File: config.mk
export PLATFORM = sky130hd
export DESIGN_NAME = crsf_rc_frame_parser
export DESIGN_NICKNAME = d
export VERILOG_FILES = /design/src/hw/rtl/crsf_pkg.sv /design/src/hw/rtl/crsf_unpack.sv /design/src/hw/rtl/crsf_rc_frame_parser.sv
export SDC_FILE = /design/constraint.sdc
export NUM_CORES = 1
export LEC_CHECK = 0
export BUFFER_PORTS_ARGS = -buffer_cell sky130_fd_sc_hd__buf_2
export CAP_MARGIN = 20
export CELL_PAD_IN_SITES_DETAIL_PLACEMENT = 1
export CELL_PAD_IN_SITES_GLOBAL_PLACEMENT = 2
export CORE_ASPECT_RATIO = 1.25
export CORE_UTILIZATION = 40
export DETAILED_ROUTE_END_ITERATION = 16
export PLACE_DENSITY = 0.85
export SLEW_MARGIN = 15
export SYNTH_ARGS = -nofsm -noshare
export SYNTH_HDL_FRONTEND = slang
export SYNTH_SLANG_ARGS = --single-unit
File: constraint.sdc
create_clock -name i_clk -period 3 [get_ports i_clk]
set_input_delay 0.6 -clock i_clk [delete_from_list [all_inputs] [get_ports i_clk]]
set_output_delay 0.6 -clock i_clk [all_outputs]
set_load 0.01 [all_outputs]
File: src/hw/rtl/crsf_pkg.sv
// ----------------------------------------------------------------------------
// crsf_pkg
// Shared types, constants and the crc-8 step for the rc-channels frame parser.
// ----------------------------------------------------------------------------
package crsf_pkg;

    localparam int PAYLOAD_BYTES = 22;
    localparam int NUM_CHANNELS  = 16;
    localparam int CHANNEL_BITS  = 11;
    localparam int FRAME_LEN     = PAYLOAD_BYTES + 2;
    localparam int ADDR_W        = $clog2(PAYLOAD_BYTES + 1);
    localparam int CH_W          = $clog2(NUM_CHANNELS);
    localparam int BUF_W         = 24;
    localparam int FILL_W        = $clog2(BUF_W + 1);

    localparam logic [7:0] CRC_POLY      = 8'hD5;
    localparam logic [7:0] FRAME_TYPE_RC = 8'h16;
    localparam logic [7:0] BROADCAST     = 8'h00;

    // configuration register indexes
    localparam logic CFG_ADDR = 1'b0;
    localparam logic CFG_CRC  = 1'b1;

    // parse phases, one-hot
    typedef enum logic [4:0] {
        PH_ADDR    = 5'b00001,
        PH_LEN     = 5'b00010,
        PH_TYPE    = 5'b00100,
        PH_PAYLOAD = 5'b01000,
        PH_CRC     = 5'b10000
    } t_phase;

    // payload store write request
    typedef struct packed {
        logic              en;
        logic [ADDR_W-1:0] addr;
        logic [7:0]        data;
    } t_wr;

    // unpacker status toward the parser
    typedef struct packed {
        logic              busy;
        logic [ADDR_W-1:0] rd_ptr;
    } t_stat;

    // one byte of crc-8, msb first
    function automatic logic [7:0] crc_update(input logic [7:0] crc, input logic [7:0] data);
        logic [7:0] v;
        v = crc ^ data;
        for (int b = 0; b < 8; b++) begin
            if (v[7]) begin
                v = {v[6:0], 1'b0} ^ CRC_POLY;
            end else begin
                v = {v[6:0], 1'b0};
            end
        end
        return v;
    endfunction

endpackage

File: src/hw/rtl/crsf_unpack.sv
// ----------------------------------------------------------------------------
// crsf_unpack
// Payload store and channel unpacker: reads the stored payload one byte a
// cycle into a bit buffer while that buffer has room, and emits 11-bit channels lsb-first.
// ----------------------------------------------------------------------------
module crsf_unpack (
    input  logic                   i_clk,
    input  logic                   i_rst_n,
    input  crsf_pkg::t_wr          i_wr,
    input  logic                   i_start,
    input  logic                   i_out_ready,
    output crsf_pkg::t_stat        o_stat,
    output logic                   o_valid,
    output logic [crsf_pkg::CH_W-1:0] o_index,
    output logic [crsf_pkg::CHANNEL_BITS-1:0] o_value,
    output logic                   o_last
);

    // payload memory
    logic [7:0] r_mem [crsf_pkg::PAYLOAD_BYTES];
    logic [7:0] r_rd_data;
    logic       r_rd_valid;

    logic                          r_busy;
    logic [crsf_pkg::ADDR_W-1:0]   r_rd_ptr;
    logic [crsf_pkg::BUF_W-1:0]    r_bits;
    logic [crsf_pkg::FILL_W-1:0]   r_fill;
    logic [crsf_pkg::CH_W-1:0]     r_ch;
    logic                          r_valid;
    logic [crsf_pkg::CH_W-1:0]     r_index;
    logic [crsf_pkg::CHANNEL_BITS-1:0] r_value;
    logic                          r_last;

    logic                          can_emit;
    logic                          rd_en;
    logic                          ch_last;
    logic [crsf_pkg::BUF_W-1:0]    bits_1;
    logic [crsf_pkg::FILL_W-1:0]   fill_1;
    logic [crsf_pkg::BUF_W-1:0]    n_bits;
    logic [crsf_pkg::FILL_W-1:0]   n_fill;

    // memory write and registered read
    always_ff @(posedge i_clk) begin
        if (i_wr.en) begin
            r_mem[i_wr.addr] <= i_wr.data;
        end
        if (rd_en) begin
            r_rd_data <= r_mem[r_rd_ptr];
        end
    end

    // emit when a whole channel is buffered and the output slot is free
    assign can_emit = r_busy &&
                      (r_fill >= crsf_pkg::FILL_W'(crsf_pkg::CHANNEL_BITS)) &&
                      (!r_valid || i_out_ready);
    assign ch_last  = (r_ch == crsf_pkg::CH_W'(crsf_pkg::NUM_CHANNELS - 1));

    // consume then append the byte that comes back from memory
    always_comb begin
        bits_1 = can_emit ? (r_bits >> crsf_pkg::CHANNEL_BITS) : r_bits;
        fill_1 = can_emit ? (r_fill - crsf_pkg::FILL_W'(crsf_pkg::CHANNEL_BITS)) : r_fill;
        n_bits = bits_1;
        n_fill = fill_1;
        if (r_rd_valid) begin
            n_bits = bits_1 | (crsf_pkg::BUF_W'(r_rd_data) << fill_1);
            n_fill = fill_1 + crsf_pkg::FILL_W'(8);
        end
    end

    // next read only when the buffer has room for it
    assign rd_en = r_busy && (r_rd_ptr < crsf_pkg::ADDR_W'(crsf_pkg::PAYLOAD_BYTES)) &&
                   (n_fill <= crsf_pkg::FILL_W'(crsf_pkg::BUF_W - 8));

    // unpack sequencer
    always_ff @(posedge i_clk) begin
        if (!i_rst_n) begin
            r_busy     <= 1'b0;
            r_rd_ptr   <= '0;
            r_rd_valid <= 1'b0;
            r_fill     <= '0;
            r_ch       <= '0;
            r_valid    <= 1'b0;
        end else begin
            r_rd_valid <= rd_en;
            if (i_start) begin
                r_busy   <= 1'b1;
                r_rd_ptr <= '0;
                r_fill   <= '0;
                r_ch     <= '0;
            end else begin
                r_fill <= n_fill;
                if (rd_en) begin
                    r_rd_ptr <= r_rd_ptr + 1'b1;
                end
                if (can_emit) begin
                    r_ch <= r_ch + 1'b1;
                    if (ch_last) begin
                        r_busy <= 1'b0;
                    end
                end
            end
            if (can_emit) begin
                r_valid <= 1'b1;
            end else if (i_out_ready) begin
                r_valid <= 1'b0;
            end
        end
    end

    // payload of the buffer and output register
    always_ff @(posedge i_clk) begin
        r_bits <= i_start ? '0 : n_bits;
        if (can_emit) begin
            r_index <= r_ch;
            r_value <= r_bits[crsf_pkg::CHANNEL_BITS-1:0];
            r_last  <= ch_last;
        end
    end

    assign o_stat.busy   = r_busy;
    assign o_stat.rd_ptr = r_rd_ptr;
    assign o_valid       = r_valid;
    assign o_index       = r_index;
    assign o_value       = r_value;
    assign o_last        = r_last;

endmodule

File: src/hw/rtl/crsf_rc_frame_parser.sv
// ----------------------------------------------------------------------------
// crsf_rc_frame_parser
// Recognizes rc-channels frames in a received byte stream and emits the
// sixteen unpacked 11-bit channels of each good frame.
// ----------------------------------------------------------------------------
// Channel items follow the taken crc byte through the registered payload memory read,
// the unpack bit buffer and the output register; reads are held back while the
// unpack bit buffer is near full.
// Throughput: one byte item per cycle; payload and crc bytes of the next frame
// wait while they would catch up with the read-out of the previous one.
// Reset (synchronous, active low): address hunting, address 0xC8, crc check on.
module crsf_rc_frame_parser (
    input  logic        i_clk,
    input  logic        i_rst_n,
    // configuration
    input  logic        i_cfg_we,
    input  logic        i_cfg_idx,
    input  logic [7:0]  i_cfg_data,
    // byte input
    input  logic        s_axis_tvalid,
    output logic        s_axis_tready,
    input  logic [7:0]  s_axis_tdata,   // [7:0] rx_byte
    // channel output
    output logic        m_axis_tvalid,
    input  logic        m_axis_tready,
    output logic [15:0] m_axis_tdata,   // [3:0] channel_index, [14:4] channel_value, [15] zero
    output logic        m_axis_tlast    // last
);

    logic [7:0]                  r_addr_cfg;
    logic                        r_crc_en;
    crsf_pkg::t_phase            r_phase;
    crsf_pkg::t_phase            n_phase;
    logic [crsf_pkg::ADDR_W-1:0] r_count;
    logic [crsf_pkg::ADDR_W-1:0] n_count;
    logic [7:0]                  r_crc;
    logic [7:0]                  n_crc;

    crsf_pkg::t_wr               wr;
    crsf_pkg::t_stat             stat;
    logic                        start;
    logic                        accept;
    logic                        stall;
    logic [7:0]                  rx;
    logic [crsf_pkg::CH_W-1:0]   out_index;
    logic [crsf_pkg::CHANNEL_BITS-1:0] out_value;

    // configuration registers
    always_ff @(posedge i_clk) begin
        if (!i_rst_n) begin
            r_addr_cfg <= 8'hC8;
            r_crc_en   <= 1'b1;
        end else if (i_cfg_we) begin
            case (i_cfg_idx)
                crsf_pkg::CFG_ADDR: r_addr_cfg <= i_cfg_data;
                crsf_pkg::CFG_CRC:  r_crc_en   <= i_cfg_data[0];
                default:            r_addr_cfg <= r_addr_cfg;
            endcase
        end
    end

    // hold payload and crc bytes that would overtake the channel read-out
    assign stall = stat.busy &&
                   ((r_phase == crsf_pkg::PH_PAYLOAD && r_count >= stat.rd_ptr) ||
                    r_phase == crsf_pkg::PH_CRC);
    assign s_axis_tready = !stall;
    assign accept        = s_axis_tvalid && !stall;
    assign rx            = s_axis_tdata;

    // frame parser
    always_comb begin
        n_phase  = r_phase;
        n_count  = r_count;
        n_crc    = r_crc;
        wr.en    = 1'b0;
        wr.addr  = r_count;
        wr.data  = rx;
        start    = 1'b0;
        if (accept) begin
            case (r_phase)
                crsf_pkg::PH_LEN: begin
                    n_phase = (rx == 8'(crsf_pkg::FRAME_LEN)) ? crsf_pkg::PH_TYPE
                                                              : crsf_pkg::PH_ADDR;
                end
                crsf_pkg::PH_TYPE: begin
                    if (rx == crsf_pkg::FRAME_TYPE_RC) begin
                        n_count = '0;
                        n_crc   = crsf_pkg::crc_update(8'h00, rx);
                        n_phase = crsf_pkg::PH_PAYLOAD;
                    end else begin
                        n_phase = crsf_pkg::PH_ADDR;
                    end
                end
                crsf_pkg::PH_PAYLOAD: begin
                    wr.en   = 1'b1;
                    n_crc   = crsf_pkg::crc_update(r_crc, rx);
                    n_count = r_count + 1'b1;
                    if (n_count >= crsf_pkg::ADDR_W'(crsf_pkg::PAYLOAD_BYTES)) begin
                        n_phase = crsf_pkg::PH_CRC;
                    end
                end
                crsf_pkg::PH_CRC: begin
                    start   = !r_crc_en || (rx == r_crc);
                    n_phase = crsf_pkg::PH_ADDR;
                end
                default: begin
                    n_phase = (rx == r_addr_cfg || rx == crsf_pkg::BROADCAST) ?
                              crsf_pkg::PH_LEN : crsf_pkg::PH_ADDR;
                end
            endcase
        end
    end

    always_ff @(posedge i_clk) begin
        if (!i_rst_n) begin
            r_phase <= crsf_pkg::PH_ADDR;
            r_count <= '0;
            r_crc   <= '0;
        end else begin
            r_phase <= n_phase;
            r_count <= n_count;
            r_crc   <= n_crc;
        end
    end

    // payload store and channel unpacker
    crsf_unpack u_unpack (
        .i_clk       (i_clk),
        .i_rst_n     (i_rst_n),
        .i_wr        (wr),
        .i_start     (start),
        .i_out_ready (m_axis_tready),
        .o_stat      (stat),
        .o_valid     (m_axis_tvalid),
        .o_index     (out_index),
        .o_value     (out_value),
        .o_last      (m_axis_tlast)
    );

    assign m_axis_tdata = {1'b0, out_value, out_index};

endmodule
==> out/results.ini <==
[finish]
layout.nets=1032
number_of_filler_cells_placed_in_the_layout=3053
post-route-util=0.475
antenna-diode-count=0
drive_gt1_frac=0.227
syn2layout_area_growth_pct=15.9

[cts]
cts_root_buffer=sky130_fd_sc_hd__clkbuf_16
tritoncts=built
clock_insertion_delay_at_the_later_pin_of_the_skew_report_ns=0.56
cts_sinks=268
tritoncts.num_buffers=28
cts_hold_buffers=0
h-tree-depth=1
clock_path_buffers=3
cts_setup_buffers=0
clk_transition_reported_paths_ns=0.06
ctsResizeCount=0

[critical_path]
worstRegToRegCells=8
worst-endpoint-arrival_ns=2.21
crit_buf_inv=2
critPathLaunchType=register
cp_cell_sequence=inv_1 -> ha_1 -> nor2b_1 -> o21ai_0 -> a21oi_1 -> or2_2 -> buf_2
regToRegSetupSlack_ns=0.31
cp-end-kind=output pin
crit_type=register to output pin
crit_slowest_cell=sky130_fd_sc_hd__dfxtp_1
critPathMaxFanout=6
timing.critical_path.slowest_cell_delay_ns=0.42
cp_data_required_time_ns=2.40
critical_path_cell_count=7
critical-path-top-delay-family=flip-flops

[pwr]
power.leakage_nw=4.66
power_density_mw_per_mm2=553
vdd_drop_max_mv=0.470

[yosys]
yosys.area_share.xor_xnor=0.0399
synthDominantCellAreaShare=0.497
post_synth_fa_ha_maj_area_fraction=0.0145
synth_cell_type_count=69
synthSimpleGateAreaFrac=0.0995
post_synth_main_area_contributors=sky130_fd_sc_hd__edfxtp_1 (50%), sky130_fd_sc_hd__dfxtp_1 (11%), sky130_fd_sc_hd__mux4_2 (10%), sky130_fd_sc_hd__nand2_1 (2.8%), sky130_fd_sc_hd__xnor2_1 (2.7%)
net_count_of_the_mapped_netlist=947
synth.cell_area_mm2=0.0121
synth_top_family_by_area=multiplexers
synth.yosys.warnings=0
synth_edf_count=200
synth_flop_cell=sky130_fd_sc_hd__edfxtp_1
ys_ff_latch=268
syn_avg_cell_area_um2=13.3
syn-instance-count=911
synth_async_reset_ratio=0
compound_cell_area_share_of_the_yosys_netlist=0.0808
yosys-mux-area-fraction=0.129
synth_seq_area_share=0.610
synth_largest_area_cell=sky130_fd_sc_hd__edfxtp_1

[sta]
hold_ws_ns=0.255
timing.final.crit_share=0.938
slew_headroom=0.515
timing.clock.skew_ns=0.0110
setup_repair_after_global_routing_missed_its_margin=false
fmaxAchievable_mhz=355
max_slew_vio_count=0
max_slew.worst_pin.slew_ns=0.722
final-setup-viol-count=0
finalWorstPathRequiredPeriod_ns=2.81
final-hold-violation-count=0

[global_route]
number_of_global_route_vias_before_repair=8273
grt_overflow=0
grt_max_degree=44
antenna_found_initial=0
grt_use_total=0.203
grt_pass1_wl_um=47500

[drt]
drt-vias-per-instance=5.44
totalWireLength_um=30200
dr.pass1.iters=7
drt_first_iter_violations=378
drt.antenna.violating_nets=0
post-route-drc-count=0
dr_total_vias=7693
average_wire_per_standard_cell_um=21.3

[floorplan]
die_h_um=196
die_width_um=157
total_die_area_mm2=0.0309
rows=70
initial_core_util=0.409
io-pin-count=41
core_area_mm2=0.0295

[run]
maxCapViolations=0

[min_path]
hold-path-cell-count=3
worst_hold_check_path_type=input port to register

[status]
outcome=complete, no violations

[placement]
finalWeightedCongestion=0.848
place.detailed.hpwl_um=21200
io_buffer_count=39

report_power, final:
part	switching, W	total, W	internal [W]
clock network	0.00142	0.00349	0.00207
logic	0.000160	0.000255	0.0000951
registers	0.0000132	0.00401	0.00400
total	0.00159	0.00775	0.00617
tightest hold or removal path: stages:
cell and delay [ns]:
sky130_fd_sc_hd__buf_2 0.08, sky130_fd_sc_hd__nand2_1 0.04, sky130_fd_sc_hd__nand3_1 0.06
flip-flops by register name (all words and copies together), names as in the netlist, 4 cells and up:
register / flops
u_unpack.r_fill: 5
r_addr_cfg: 8
u_unpack.o_value: 11
r_count: 5
u_unpack.r_rd_ptr: 5
r_phase: 5
u_unpack.r_bits: 24
u_unpack.r_rd_data: 8
u_unpack.r_mem: 176
r_crc: 8
u_unpack.r_ch: 4
u_unpack.o_index: 4
final timing paths:
path | from | to
max | r_count[0] | s_axis_tready
min | i_cfg_data[3] | r_addr_cfg[3]
max reg2reg | r_count[4] | u_unpack.r_mem[5][1]
min reg2reg | u_unpack.r_bits[3] | u_unpack.o_value[3]
kinds of logic after synthesis:
family / Yosys count
DFF: 268
and+or+nand+nor: 260
AOI/OAI and AO/OA: 155
muxes: 87
buffers and inverters: 71
xor gates and xnor gates: 55
adders and majority gates: 14
other: 1
final cells by class:
type,count,area (µm²),area share
clock inverters,12,143,0.0102
multi-input cells,572,4400,0.314
inverters,17,76.3,0.00545
flip-flops and latches,268,7370,0.526
clock buffers,39,783,0.0559
well taps,396,495,0.0354
repair buffers,109,746,0.0532
Yosys cell counts (4+ instances only):
cell type,n
sky130_fd_sc_hd__nor3_1,6
sky130_fd_sc_hd__a211oi_1,6
sky130_fd_sc_hd__nor2b_1,7
sky130_fd_sc_hd__or3_1,5
sky130_fd_sc_hd__edfxtp_1,200
sky130_fd_sc_hd__xor2_1,18
sky130_fd_sc_hd__buf_2,14
sky130_fd_sc_hd__o21ai_0,37
sky130_fd_sc_hd__nand2b_1,10
sky130_fd_sc_hd__o22ai_1,8
sky130_fd_sc_hd__inv_1,12
sky130_fd_sc_hd__nand3b_1,4
sky130_fd_sc_hd__nand3_1,20
sky130_fd_sc_hd__nand4_1,7
sky130_fd_sc_hd__a22oi_1,5
sky130_fd_sc_hd__and3_1,7
sky130_fd_sc_hd__nand2_1,89
sky130_fd_sc_hd__a21oi_1,50
sky130_fd_sc_hd__ha_1,14
sky130_fd_sc_hd__dfxtp_1,68
sky130_fd_sc_hd__mux2i_1,27
sky130_fd_sc_hd__xnor2_1,37
sky130_fd_sc_hd__buf_1,4
sky130_fd_sc_hd__and2_1,4
sky130_fd_sc_hd__mux2_2,6
sky130_fd_sc_hd__nor2_1,82
sky130_fd_sc_hd__clkbuf_1,30
sky130_fd_sc_hd__a31oi_1,8
sky130_fd_sc_hd__nor4_1,6
sky130_fd_sc_hd__mux4_2,54
placed cells by master (no fill, tap or decap), drive strengths merged, types with 14 or more instances in the layout:
master,netlist,layout
nand2,89,89
buf,23,109
mux4,54,54
nand3,20,20
xnor2,37,37
xor2,18,18
mux2i,27,27
o21ai,40,40
clkbuf,31,39
edfxtp,200,200
dfxtp,68,68
nor2,84,84
inv,14,14
ha,14,14
a21oi,52,52
metrics by stage:
step / cell area, µm² / cells / setup TNS (ns) / setup WS (ns) / total power (W)
after floorplan: 12100 / 911 / -2.57 / -0.0202 / 0.00423
after global placement: 13100 / 1362 / 0 / 0.184 / 0.00433
after detailed placement: 13100 / 1362 / 0 / 0.127 / 0.00434
after CTS: 14000 / 1413 / 0 / 0.129 / 0.00783
after global routing: 14000 / 1413 / 0 / 0.0441 / 0.00797
final: 14000 / 1413 / 0 / 0.185 / 0.00775
metal layers:
layer | GRT usage | vias to the layer above | part of all wire
met1 | 0.234 | 3870 | 0.39
met2 | 0.382 | 157 | 0.54
li1 | - | 3601 | -
met4 | 0.0744 | 0 | 0.034
met5 | 0 | - | 0
met3 | 0.0230 | 65 | 0.035
Note: power is estimated with default switching activity, not from simulation.
